### config.mk
export PLATFORM = sky130hd
export DESIGN_NAME = ppc64_relocation_patch_unit
export DESIGN_NICKNAME = d
export VERILOG_FILES = /design/src/hdl/rpu_pkg.sv /design/src/hdl/rpu_patch_calc.sv /design/src/hdl/ppc64_relocation_patch_unit.sv
export SDC_FILE = /design/constraint.sdc
export NUM_CORES = 1
export LEC_CHECK = 0
export ABC_CLOCK_PERIOD_IN_PS = 5400
export BUFFER_PORTS_ARGS = -buffer_cell sky130_fd_sc_hd__buf_4
export CAP_MARGIN = 30
export CORE_AREA = 2 2 201 203
export CTS_CLUSTER_DIAMETER = 120
export DETAILED_ROUTE_END_ITERATION = 6
export DIE_AREA = 0 0 203 205
export PLACE_DENSITY = 0.68
export SKIP_CTS_REPAIR_TIMING = 1
export SKIP_LAST_GASP = 1
export SLEW_MARGIN = 20
export SYNTH_ARGS = -nofsm -noshare
export SYNTH_HDL_FRONTEND = slang
export SYNTH_HIERARCHICAL = 1
export SYNTH_SLANG_ARGS = --single-unit
### constraint.sdc
create_clock -name clk -period 5.4 [get_ports clk]
set_input_delay 0.54 -clock clk [delete_from_list [all_inputs] [get_ports clk]]
set_output_delay 0.54 -clock clk [all_outputs]
set_load 0.1 [all_outputs]
### src/hdl/rpu_pkg.sv
package rpu_pkg;

    typedef enum logic [4:0] {
        KIND_NONE      = 5'd0,
        KIND_ADDR64    = 5'd1,
        KIND_ADDR32    = 5'd2,
        KIND_ADDR16    = 5'd3,
        KIND_HI        = 5'd4,
        KIND_HA        = 5'd5,
        KIND_HIGHER    = 5'd6,
        KIND_HIGHERA   = 5'd7,
        KIND_HIGHEST   = 5'd8,
        KIND_HIGHESTA  = 5'd9,
        KIND_DS        = 5'd10,
        KIND_ADDR24    = 5'd11,
        KIND_ADDR14    = 5'd12,
        KIND_BR_TAKEN  = 5'd13,
        KIND_BR_NTAKEN = 5'd14,
        KIND_REL24     = 5'd15,
        KIND_REL32     = 5'd16,
        KIND_REL64     = 5'd17,
        KIND_RELATIVE  = 5'd18
    } kind_t;

    localparam logic [63:0] ROUND_HALF = 64'h0000_0000_0000_8000;
    localparam logic [31:0] DS_MASK    = 32'h0000_fffc;
    localparam logic [31:0] B24_MASK   = 32'h03ff_fffc;
    localparam logic [31:0] B24_KEEP   = 32'hfc00_0003;
    localparam logic [31:0] B14_KEEP   = 32'hffff_0003;
    localparam logic [31:0] BR_KEEP    = 32'hffdf_0003;
    localparam int          HINT_POS   = 21;

    localparam logic [3:0] BYTES_NONE = 4'd0;
    localparam logic [3:0] BYTES_HALF = 4'd2;
    localparam logic [3:0] BYTES_WORD = 4'd4;
    localparam logic [3:0] BYTES_DBL  = 4'd8;

    typedef struct packed {
        logic [63:0] contents;
        logic [3:0]  bytes;
        logic        failed;
    } result_t;

endpackage

### src/hdl/rpu_patch_calc.sv
module rpu_patch_calc (
    input  logic [4:0]      kind,
    input  logic [63:0]     value,
    input  logic [63:0]     place,
    input  logic [31:0]     old,
    output rpu_pkg::result_t res
);
    import rpu_pkg::*;

    logic [63:0] rounded;
    logic [63:0] pcrel;
    logic [31:0] br_word;

    assign rounded = value + ROUND_HALF;
    assign pcrel   = value - place;

    always_comb
    begin
        br_word = (value[31:0] & DS_MASK) | (old & BR_KEEP);
        // hint bit follows the sign of V, flipped for the taken kind
        br_word[HINT_POS] = (kind_t'(kind) == KIND_BR_TAKEN) ^ value[63];
    end

    always_comb
    begin
        res.contents = '0;
        res.bytes    = BYTES_NONE;
        res.failed   = 1'b0;
        case (kind_t'(kind))
            KIND_NONE:
            begin
                res.contents = '0;
            end
            KIND_ADDR64:
            begin
                res.contents = value;
                res.bytes    = BYTES_DBL;
            end
            KIND_ADDR32:
            begin
                res.contents = {32'd0, value[31:0]};
                res.bytes    = BYTES_WORD;
            end
            KIND_ADDR16:
            begin
                res.contents = {48'd0, value[15:0]};
                res.bytes    = BYTES_HALF;
            end
            KIND_HI:
            begin
                res.contents = {48'd0, value[31:16]};
                res.bytes    = BYTES_HALF;
            end
            KIND_HA:
            begin
                res.contents = {48'd0, rounded[31:16]};
                res.bytes    = BYTES_HALF;
            end
            KIND_HIGHER:
            begin
                res.contents = {48'd0, value[47:32]};
                res.bytes    = BYTES_HALF;
            end
            KIND_HIGHERA:
            begin
                res.contents = {48'd0, rounded[47:32]};
                res.bytes    = BYTES_HALF;
            end
            KIND_HIGHEST:
            begin
                res.contents = {48'd0, value[63:48]};
                res.bytes    = BYTES_HALF;
            end
            KIND_HIGHESTA:
            begin
                res.contents = {48'd0, rounded[63:48]};
                res.bytes    = BYTES_HALF;
            end
            KIND_DS:
            begin
                res.contents = {48'd0, value[15:2], old[1:0]};
                res.bytes    = BYTES_HALF;
            end
            KIND_ADDR24:
            begin
                res.contents = {32'd0, (value[31:0] & B24_MASK) | (old & B24_KEEP)};
                res.bytes    = BYTES_WORD;
            end
            KIND_ADDR14:
            begin
                res.contents = {32'd0, (value[31:0] & DS_MASK) | (old & B14_KEEP)};
                res.bytes    = BYTES_WORD;
            end
            KIND_BR_TAKEN, KIND_BR_NTAKEN:
            begin
                res.contents = {32'd0, br_word};
                res.bytes    = BYTES_WORD;
            end
            KIND_REL24:
            begin
                res.contents = {32'd0, (pcrel[31:0] & B24_MASK) | (old & B24_KEEP)};
                res.bytes    = BYTES_WORD;
            end
            KIND_REL32:
            begin
                res.contents = {32'd0, pcrel[31:0]};
                res.bytes    = BYTES_WORD;
            end
            KIND_REL64:
            begin
                res.contents = pcrel;
                res.bytes    = BYTES_DBL;
            end
            default:
            begin
                res.failed = 1'b1;
            end
        endcase
    end

endmodule

### src/hdl/ppc64_relocation_patch_unit.sv
// Channel   Handshake         Ports
// -------   ---------------   ------------------------------------------------
// command   start & !busy     reloc_kind symbol_value addend place_address
//                             old_contents
// result    done (1 cycle)    new_contents write_bytes failed
//
// One word per cycle. done rises once the word has passed an input register
// (holding symbol plus addend) and a result register.
// busy is held low; a new word is taken every cycle.
// Reset clears only the valid flags; payload registers are not reset.
// The receiver cannot stall: each result shows for exactly one cycle.
module ppc64_relocation_patch_unit (
    input  logic        clk,
    input  logic        rst_n,
    input  logic        start,
    output logic        busy,
    input  logic [4:0]  reloc_kind,
    input  logic [63:0] symbol_value,
    input  logic [63:0] addend,
    input  logic [63:0] place_address,
    input  logic [31:0] old_contents,
    output logic        done,
    output logic [63:0] new_contents,
    output logic [3:0]  write_bytes,
    output logic        failed
);
    import rpu_pkg::*;

    logic        in_valid_reg;
    logic [4:0]  kind_reg;
    logic [63:0] value_reg;
    logic [63:0] place_reg;
    logic [31:0] old_reg;
    logic        out_valid_reg;
    result_t     result_reg;
    result_t     result_next;

    assign busy = 1'b0;

    always_ff @(posedge clk or negedge rst_n)
    begin
        if (!rst_n)
        begin
            in_valid_reg  <= 1'b0;
            out_valid_reg <= 1'b0;
        end
        else
        begin
            in_valid_reg  <= start;
            out_valid_reg <= in_valid_reg;
        end
    end

    always_ff @(posedge clk)
    begin
        if (start)
        begin
            kind_reg  <= reloc_kind;
            value_reg <= symbol_value + addend;
            place_reg <= place_address;
            old_reg   <= old_contents;
        end
        if (in_valid_reg)
        begin
            result_reg <= result_next;
        end
    end

    rpu_patch_calc u_calc (
        .kind  (kind_reg),
        .value (value_reg),
        .place (place_reg),
        .old   (old_reg),
        .res   (result_next)
    );

    assign done         = out_valid_reg;
    assign new_contents = result_reg.contents;
    assign write_bytes  = result_reg.bytes;
    assign failed       = result_reg.failed;

endmodule

# Word level (Yosys, flattened, before mapping)
# Cells that the tools add are included.
[totals]
ff_bits = 236
inputBits = 232
output_inout_bits = 71
wordCells = 43
[classes]
addsub = 3
n_eq_ne = 17
muxes = 3
bitwise = 5
reduce_logical = 6
[op_table]
columns = ["operator", "n"]
rows = [
  ["one-hot mux 64 bit (16 select lines)", 1],
  ["adder 64 x 16 -> 64 bit (second input constant)", 1],
  ["adder 64 bit", 1],
  ["OR 16 x 32 -> 32 bit", 2],
  ["OR 26 x 32 -> 32 bit", 2],
  ["subtractor 64 bit", 1],
  ["== test 5 x 4 -> 1 bit (second input constant)", 8],
  ["== test 5 x 3 -> 1 bit (second input constant)", 4],
  ["OR reduction 18 bit", 1],
  ["one-hot mux 4 bit (3 select lines)", 1],
  ["== test 5 x 2 -> 1 bit (second input constant)", 2],
  ["== test 5 bit (second input constant)", 2],
  ["OR reduction 8 bit", 1],
  ["OR reduction 7 bit", 1],
  ["== test 5 x 1 -> 1 bit (second input constant)", 1],
  ["logical NOT 5 bit", 1],
  ["OR reduction 2 bit", 2],
  ["two-way mux 1 bit", 1],
  ["bitwise XOR 1 bit", 1],
]

# Longest topological paths before layout
# Gate-level depths: netlist of the first run.
[logic_depth]
depth_word = 3
ltp_mapped = 14
mapped_depth_nobuf = 14

# Cells and area by module
# Netlist of the first run, hierarchy kept.
[modules_own_cells]
columns = ["mod", "instances", "cells_per_inst", "area_each_um2", "seq_area_each_um2"]
rows = [
  ["ppc64_relocation_patch_unit", 1, 813, 11009.3, 7076.8],
  ["rpu_patch_calc", 1, 970, 6132.1, 0.0],
]

# Worst setup path after synthesis of the first run
# Ideal clock, no wire load.
[synth_path]
path_kind = "reg-to-reg"
from = "register value_reg[0]"
to = "register result_reg (netlist bit new_contents[48]), data pin"
setup_time_ns = 0.267
arrival_ns = 2.984
required_ns = 5.133
slack_ns = 2.149
path_stages_with_launch = 15
path_buffers = 0
synth_period_minus_slack_ns = 3.251
cell_sequence = "edfxtp_1 inv_1 ha_1 inv_1 fa_1 a211oi_1 o21bai_1 o41ai_2 nand3_1 a31oi_1 o311ai_1 a221oi_1 o21ai_1 xnor2_1 o21ai_0"
[synth_lines]
columns = ["element", "line", "source"]
rows = [
  ["start, declared", "ppc64_relocation_patch_unit.sv:31", "logic [63:0] value_reg;"],
  ["start signal, assigned", "ppc64_relocation_patch_unit.sv:59", "value_reg <= symbol_value + addend;"],
  ["end signal, assigned", "ppc64_relocation_patch_unit.sv:65", "result_reg <= result_next;"],
  ["end, declared", "ppc64_relocation_patch_unit.sv:35", "result_t result_reg;"],
]

==> results_dict.tcl, run 1 <==
set metrics [dict create \
    htreeDepth 1 \
    cp_max_fo 3 \
    post-route-util 0.513 \
    grt_antenna_before_repair 0 \
    multi_input_area_um2 9320 \
    drc_errors 0 \
    grt_max_degree 69 \
    pwr-share-comb 0.378 \
    drive_gt1_frac 0.193 \
    gr-usage-all-layers 0.248 \
    initial_utilization 0.425 \
    peakVddDrop_v 0.000210 \
    die_w_um 203 \
    grt_pass1_wl_um 80400 \
    row_count 73 \
    fin_crit_sh 0.769 \
    critPathKind "flip-flop to flip-flop" \
    path_delay_family "compound AO/OA/AOI/OAI gates" \
    drtIter0Drc 1363 \
    status "completed" \
    rsz0062_at_grt "false" \
    skew_ps 23.6 \
    hpwlAfterDp_um 41800 \
    synth_cells 1769 \
    maxSlewViolCount 0 \
    critPathBufInv 2 \
    end_kind "flip-flop" \
    path_cells "inv_1, ha_1, inv_1, fa_1, a211oi_1, o21bai_1, o41ai_2, nand3_1, a31oi_1, o311ai_1, a221oi_1, o21ai_1, xnor2_1, o21ai_0" \
    clk_pin_slew_worst_paths_ps 60 \
    syn_nets 2130 \
    worst_pin_slew_ps 923 \
    max_slew_margin 0.385 \
    switching_share 0.378 \
    cts_root_buf "clkbuf_16" \
    grt_overflow 0 \
    yosysWarnings 6 \
    tritoncts "built" \
    fmax_mhz 241 \
    internal-power_mw 4.20 \
    cp_common_cell "inv_1" \
    cp.depth 14 \
    required_ps 5680 \
    met2_length_um 25000 \
    die_h_um 205 \
    top_layer "met4" \
    start_kind "flip-flop" \
    power_leakage_nw 8.23 \
    vias_per_cell 5.79 \
    cp_slowest_cell "a31oi_1" \
    p_clk_frac 0.264 \
    cts.sinks 222 \
    wl_met3_um 3150 \
    drt-pass1-iter-count 7 \
    arrival_ps 4430 \
    grt_pass1_vias 14100 \
    clkLatencyLatePin_ps 540 \
    syn_to_final_growth_pct 20.9 \
    finalSetupTns_ps 0 \
    slowest_delay_ps 540 \
    clk_path_buf_depth 3 \
    fin_crit_ps 4150 \
    whs_path_depth 1 \
    dieArea_um2 41600 \
    wl_per_cell_um 20.7 \
    finalHoldViolations 0 \
    core_um2 39400 \
    diodes 0 \
    finalSetupViolCount 0 \
    vias 14800 \
    netlist_area_um2 16700 \
    cts_made_buffers 22 \
    portBuffers 287 \
    seqPwrFrac 0.358 \
    syn_area_per_cell_um2 9.45 \
    hp-class "primary input to flip-flop" \
    layout_commonest_cell "buf_4" \
    seqCellArea_um2 6660 \
    antenna_left 0 \
    p_per_area_nw_per_um2 334 \
    p_switching_mw 2.55 \
    mostFrequentLayoutCells "buf_4 (305), edfxtp_1 (220), nand2_1 (160)" \
    wl_met1_um 23200 \
    fin_nets 2379 \
    r2r_cells 14 \
    detail_route.wirelength_um 53000 \
    cap_violations 0 \
    nFillCells 3590 \
    pin_count 303 \
    routabilityCongestion 0.936 \
]
## worst register-to-register path: stages (launching register included)
cell      delay (ps)
edfxtp_1         410
inv_1             80
ha_1             160
inv_1             60
fa_1             450
a211oi_1         240
o21bai_1         170
o41ai_2          430
nand3_1          260
a31oi_1          540
o311ai_1         290
a221oi_1         460
o21ai_1          120
xnor2_1          140
o21ai_0           90
## power by group through the flow
stage	Clock, mW	Sequential (mW)	Combinational (mW)
floorplan	0	2.73	1.42
global placement	0	2.44	2.50
detailed placement	0	2.44	2.52
CTS	1.83	2.41	2.53
global route	1.89	2.43	2.76
finish	1.78	2.42	2.55
## cell type report
class	count	area share
Inverter	107	0.0199
Multi-Input combinational cell	1357	0.461
Clock buffer	22	0.0272
Sequential cell	222	0.329
Tap cell	525	0.0325
Timing Repair Buffer	308	0.115
Clock inverter	17	0.0146
## routing by layer
layer,vias to the layer above,GRT usage
met1,7038,0.336
met4,0,0.0847
met5,-,0
met3,92,0.0262
met2,557,0.414
li1,7120,-
## worst paths after layout
check / from / to / slack (ps)
worst max-delay path: value_reg[0] / new_contents[48] / 1250
worst min-delay path: place_address[62] / place_reg[62] / 180
worst max register to register: value_reg[0] / new_contents[48] / 1250
worst min register to register: in_valid_reg / done / 420
max in group asynchronous: rst_n / in_valid_reg / 4990
min in group asynchronous: rst_n / in_valid_reg / 310
## through the flow
step | area, um^2 | total power, mW | worst slack (ps) | hold WS [ps] | cells
global placement | 19300 | 4.95 | 1320 | 322 | 2515
CTS | 20200 | 6.76 | 1300 | -256 | 2555
finish | 20200 | 6.75 | 1250 | 176 | 2558
detailed placement | 19300 | 4.96 | 1300 | 323 | 2516
global route | 20200 | 7.08 | 1040 | 149 | 2558
floorplan | 16700 | 4.15 | 2150 | 244 | 1769
(Power assumes the default switching activity.)
==> inputs of run 2 (changes only) <==
ABC_CLOCK_PERIOD_IN_PS = 3400   (was 5400)
PLACE_DENSITY = 0.7   (was 0.68)
clock period = 3.4 ns   (was 5.4 ns; I/O delays follow)
==> run 2 against run 1 <==
Compared with the run above: the flow now finishes with violations (design-rule violations, negative setup slack); non-clock buffer count grew 246; sequential share of layout area shrank 3.3 points; via count grew 9.4%; die area is the same; count of clock-buffer cells in the layout grew 8.
==> results_dict.tcl, run 2 (synthesis results as in run 1) <==
set metrics [dict create \
    cts_root_buf "clkbuf_16" \
    clk_pin_slew_worst_paths_ps 60 \
    final_cells 2807 \
    die_w_um 203 \
    cp-startpoint "value_reg[0]" \
    antenna_left 0 \
    gr-usage-all-layers 0.269 \
    worst_pin_slew_ps 923 \
    wl_per_cell_um 21.3 \
    grt_max_degree 68 \
    detail_route.wirelength_um 59700 \
    clk_path_buf_depth 3 \
    clkLatencyLatePin_ps 540 \
    drt-pass1-iter-count 7 \
    fin_crit_sh 1.08 \
    timing.rr.end "new_contents[58]" \
    diodes 0 \
    cts.sinks 222 \
    arrival_ps 3960 \
    p_per_area_nw_per_um2 505 \
    initial_utilization 0.425 \
    finalHoldViolations 0 \
    rsz0062_at_grt "true" \
    drive_gt1_frac 0.258 \
    cp_max_fo 3 \
    r2r_cells 16 \
    r2r_slack_ps -280 \
    power_leakage_nw 9.37 \
    grt_pass1_vias 15100 \
    worst_hold_slack_ps 103 \
    violations "design-rule violations, negative setup slack" \
    grt_overflow 0 \
    die_h_um 205 \
    required_ps 3680 \
    vias_per_cell 5.77 \
    grt_antenna_before_repair 1 \
    maxSlewViolCount 0 \
    max_slew_margin 0.385 \
    syn_to_final_growth_pct 34.5 \
    core_um2 39400 \
    start_kind "flip-flop" \
    cap_violations 0 \
    postPlaceCellArea_um2 20500 \
    finalPower_mw 11.3 \
    critPathKind "flip-flop to flip-flop" \
    drtIter0Drc 1686 \
    critPathCapture "new_contents[58]" \
    portBuffers 287 \
    finalSetupViolCount 9 \
    fmax_mhz 272 \
    setup_ws_ps -280 \
    grt_pass1_wl_um 86300 \
    cts_made_buffers 25 \
    pin_count 303 \
    end_kind "flip-flop" \
    post-place-ws_ps -266 \
    row_count 73 \
    htreeDepth 1 \
    post-route-util 0.571 \
    hpwlAfterDp_um 46700 \
    skew_ps 20.2 \
    finalSetupTns_ps -1320 \
    fin_nets 2628 \
    peakVddDrop_v 0.000361 \
    fin_crit_ps 3680 \
    routabilityCongestion 0.999 \
    hp-class "primary input to flip-flop" \
    drc_errors 6 \
    r2r-start "value_reg[0]" \
    layout_commonest_cell "buf_4" \
    fin_area_um2 22500 \
    tritoncts "built" \
    mostFrequentLayoutCells "buf_4 (457), edfxtp_1 (220), nand2_1 (160)" \
    vias 16200 \
    dp_cells 2667 \
    status "complete, but fails checks" \
    dieArea_um2 41600 \
]
-- run 2: changes by cell type in the layout (fill, tap and decap cells not counted), moves of 4 or more --
cell / previous run / this run
a21oi_1: 151 / 144
a21oi_2: 1 / 8
buf_4: 305 / 457
buf_6: 1 / 5
bufinv_16: 8 / 2
clkbuf_1: 0 / 5
dlygate4sd3_1: 1 / 88
ha_1: 127 / 120
ha_2: 0 / 5
o21ai_0: 122 / 110
o21ai_1: 17 / 27
-- run 2: cell type report --
cell class / instances / area (um^2)
flip-flops and latches: 222 / 6660
multi-input cells: 1357 / 9570
well taps: 525 / 657
repair buffers: 554 / 4430
clock buffers: 30 / 644
clock inverters: 12 / 126
fillers: 3399 / 16900
inverters: 107 / 402
-- run 2: worst min-delay path by stage --
stage / start / end / slack (ps) / cells past startpoint
final: addend[0] / value_reg[0] / 100 / 2
after global routing: addend[0] / value_reg[0] / 100 / 2
after CTS: rst_n / done / -450 / 1
after detailed placement: rst_n / done / 120 / 1
after global placement: rst_n / done / 120 / 1
after floorplan: rst_n / done / 40 / 0
-- run 2: routing by layer --
metal,vias to the layer above,GRT usage,part of all wire,wire [um]
met3,95,0.0258,0.069,4110
met5,-,0,0,0
met1,7779,0.376,0.43,25800
met4,0,0.0938,0.029,1730
li1,7626,-,-,-
met2,705,0.436,0.47,28100
-- run 2: where the power goes --
part | switching (mW) | internal, mW | total [mW]
combinational | 3.03 | 2.01 | 5.04
sequential | 0.300 | 3.42 | 3.72
clock | 1.08 | 1.50 | 2.59
-- run 2: critical path, cell delays in order, from the launching register on --
cell and delay [ps]:
edfxtp_1 390, inv_1 80, ha_2 180, inv_2 40, fa_2 340, a211oi_2 260
o21bai_2 100, o41ai_2 360, buf_4 200, a211oi_4 80, o31ai_2 260, o211ai_1 230
a211o_1 380, buf_4 150, a21oi_2 120, xor2_1 180, o21ai_1 70
==> inputs of run 3 (changes only) <==
CORE_AREA = 4 4 203 205   (was 2 2 201 203)
DIE_AREA = 0 0 207 209   (was 0 0 203 205)
SETUP_SLACK_MARGIN = 0.15   (was not set)
==> run 3 against run 2 <==
Compared with the run above: the flow still finishes with violations (design-rule violations, negative setup slack); total power up 2.0%; die area up 4.0%; sequential power about the same; critical path type unchanged; largest cell class unchanged; largest power group unchanged.
==> results_dict.tcl, run 3 (synthesis results as in run 1) <==
set metrics [dict create \
    status "complete, but fails checks" \
    violations "design-rule violations, negative setup slack" \
    clkLatencyLatePin_ps 550 \
    timing.rr.end "new_contents[58]" \
    peakVddDrop_v 0.000356 \
    pin_count 303 \
    setup_ws_ps -195 \
    fin_crit_ps 3600 \
    nFillCells 3409 \
    vias 16300 \
    required_ps 3700 \
    finalSetupViolCount 12 \
    r2r-start "value_reg[0]" \
    cp_max_fo 3 \
    grt_overflow 0 \
    clk_path_buf_depth 3 \
    drc_errors 1 \
    arrival_ps 3900 \
    dp_cells 2668 \
    fin_area_um2 22800 \
    power_leakage_nw 9.47 \
    initial_utilization 0.424 \
    mostFrequentLayoutCells "buf_4 (469), edfxtp_1 (220), nand2_1 (158)" \
    routabilityCongestion 0.970 \
    antenna_left 0 \
    cts.sinks 222 \
    start_kind "flip-flop" \
    hpwlAfterDp_um 46500 \
    drive_gt1_frac 0.273 \
    worst_pin_slew_ps 864 \
    core_um2 39500 \
    drtIter0Drc 1610 \
    max_slew_margin 0.424 \
    end_kind "flip-flop" \
    post-place-ws_ps -185 \
    fmax_mhz 278 \
    p_per_area_nw_per_um2 507 \
    grt_antenna_before_repair 1 \
    drt-pass1-iter-count 7 \
    detail_route.wirelength_um 60000 \
    cap_violations 0 \
    skew_ps 19.1 \
    grt_pass1_wl_um 86900 \
    hp-class "primary input to async pin" \
    finalPower_mw 11.6 \
    die_h_um 209 \
    postPlaceCellArea_um2 20500 \
    wl_per_cell_um 21.3 \
    r2r_cells 16 \
    dieArea_um2 43300 \
    tritoncts "built" \
    r2r_slack_ps -200 \
    cts_made_buffers 25 \
    grt_pass1_vias 15200 \
    gr-usage-all-layers 0.251 \
    syn_to_final_growth_pct 36.4 \
    grt_max_degree 67 \
    vias_per_cell 5.77 \
    htreeDepth 1 \
    layout_commonest_cell "buf_4" \
    rsz0062_at_grt "true" \
    cts_root_buf "clkbuf_16" \
    fin_crit_sh 1.06 \
    critPathKind "flip-flop to flip-flop" \
    clk_pin_slew_worst_paths_ps 60 \
    final_cells 2821 \
    diodes 0 \
    finalHoldViolations 0 \
    fin_nets 2638 \
    row_count 73 \
    portBuffers 287 \
    die_w_um 207 \
    maxSlewViolCount 0 \
    worst_hold_slack_ps 112 \
]
-- run 3: worst max path at each step --
stage	startpoint	end	slack, ps	cells after the start
6_report	value_reg[0]	new_contents[58]	-200	16
3_3_place_gp	value_reg[0]	new_contents[62]	-180	15
3_5_place_dp	value_reg[0]	new_contents[62]	-190	15
4_1_cts	value_reg[0]	new_contents[62]	-220	15
5_1_grt	value_reg[0]	new_contents[48]	-340	18
2_1_floorplan	value_reg[0]	new_contents[48]	170	14
-- run 3: cell type report --
cell class	instances	area (um^2)	area share
Timing Repair Buffer	564	4500	0.197
Tap cell	525	657	0.0288
Sequential cell	222	6660	0.292
Multi-Input combinational cell	1357	9770	0.428
Inverter	107	402	0.0176
Clock buffer	26	629	0.0276
Clock inverter	20	194	0.00850
-- run 3: power breakdown --
part           total, mW  switching (mW)  internal (mW)
sequential          3.72           0.307           3.42
combinational       5.13            3.05           2.08
clock               2.71            1.13           1.58
total               11.6            4.49           7.08
-- run 3: critical path, stage by stage, from the launching register on --
cell and delay (ps):
edfxtp_1 390, inv_1 90, ha_2 190, inv_2 40
fa_2 340, a211oi_2 220, o21bai_1 110, o41ai_2 340
buf_4 200, a211oi_4 80, o31ai_2 260, o211ai_1 230
a211o_1 370, buf_4 140, a21oi_2 120, xor2_1 160
o21ai_1 70
-- run 3: metal layers --
metal,part of all wire,track usage,vias up
met5,0,0,-
met4,0.027,0.0691,0
met3,0.074,0.0291,100
met2,0.47,0.410,741
met1,0.43,0.355,7784
li1,-,-,7641
-- run 3: per-stage QoR --
step,TNS [ps],util
after global routing,-3700,0.578
after floorplan,0,-
after CTS,-1240,0.540
after global placement,-816,0.519
final,-1390,0.578
after detailed placement,-929,0.519
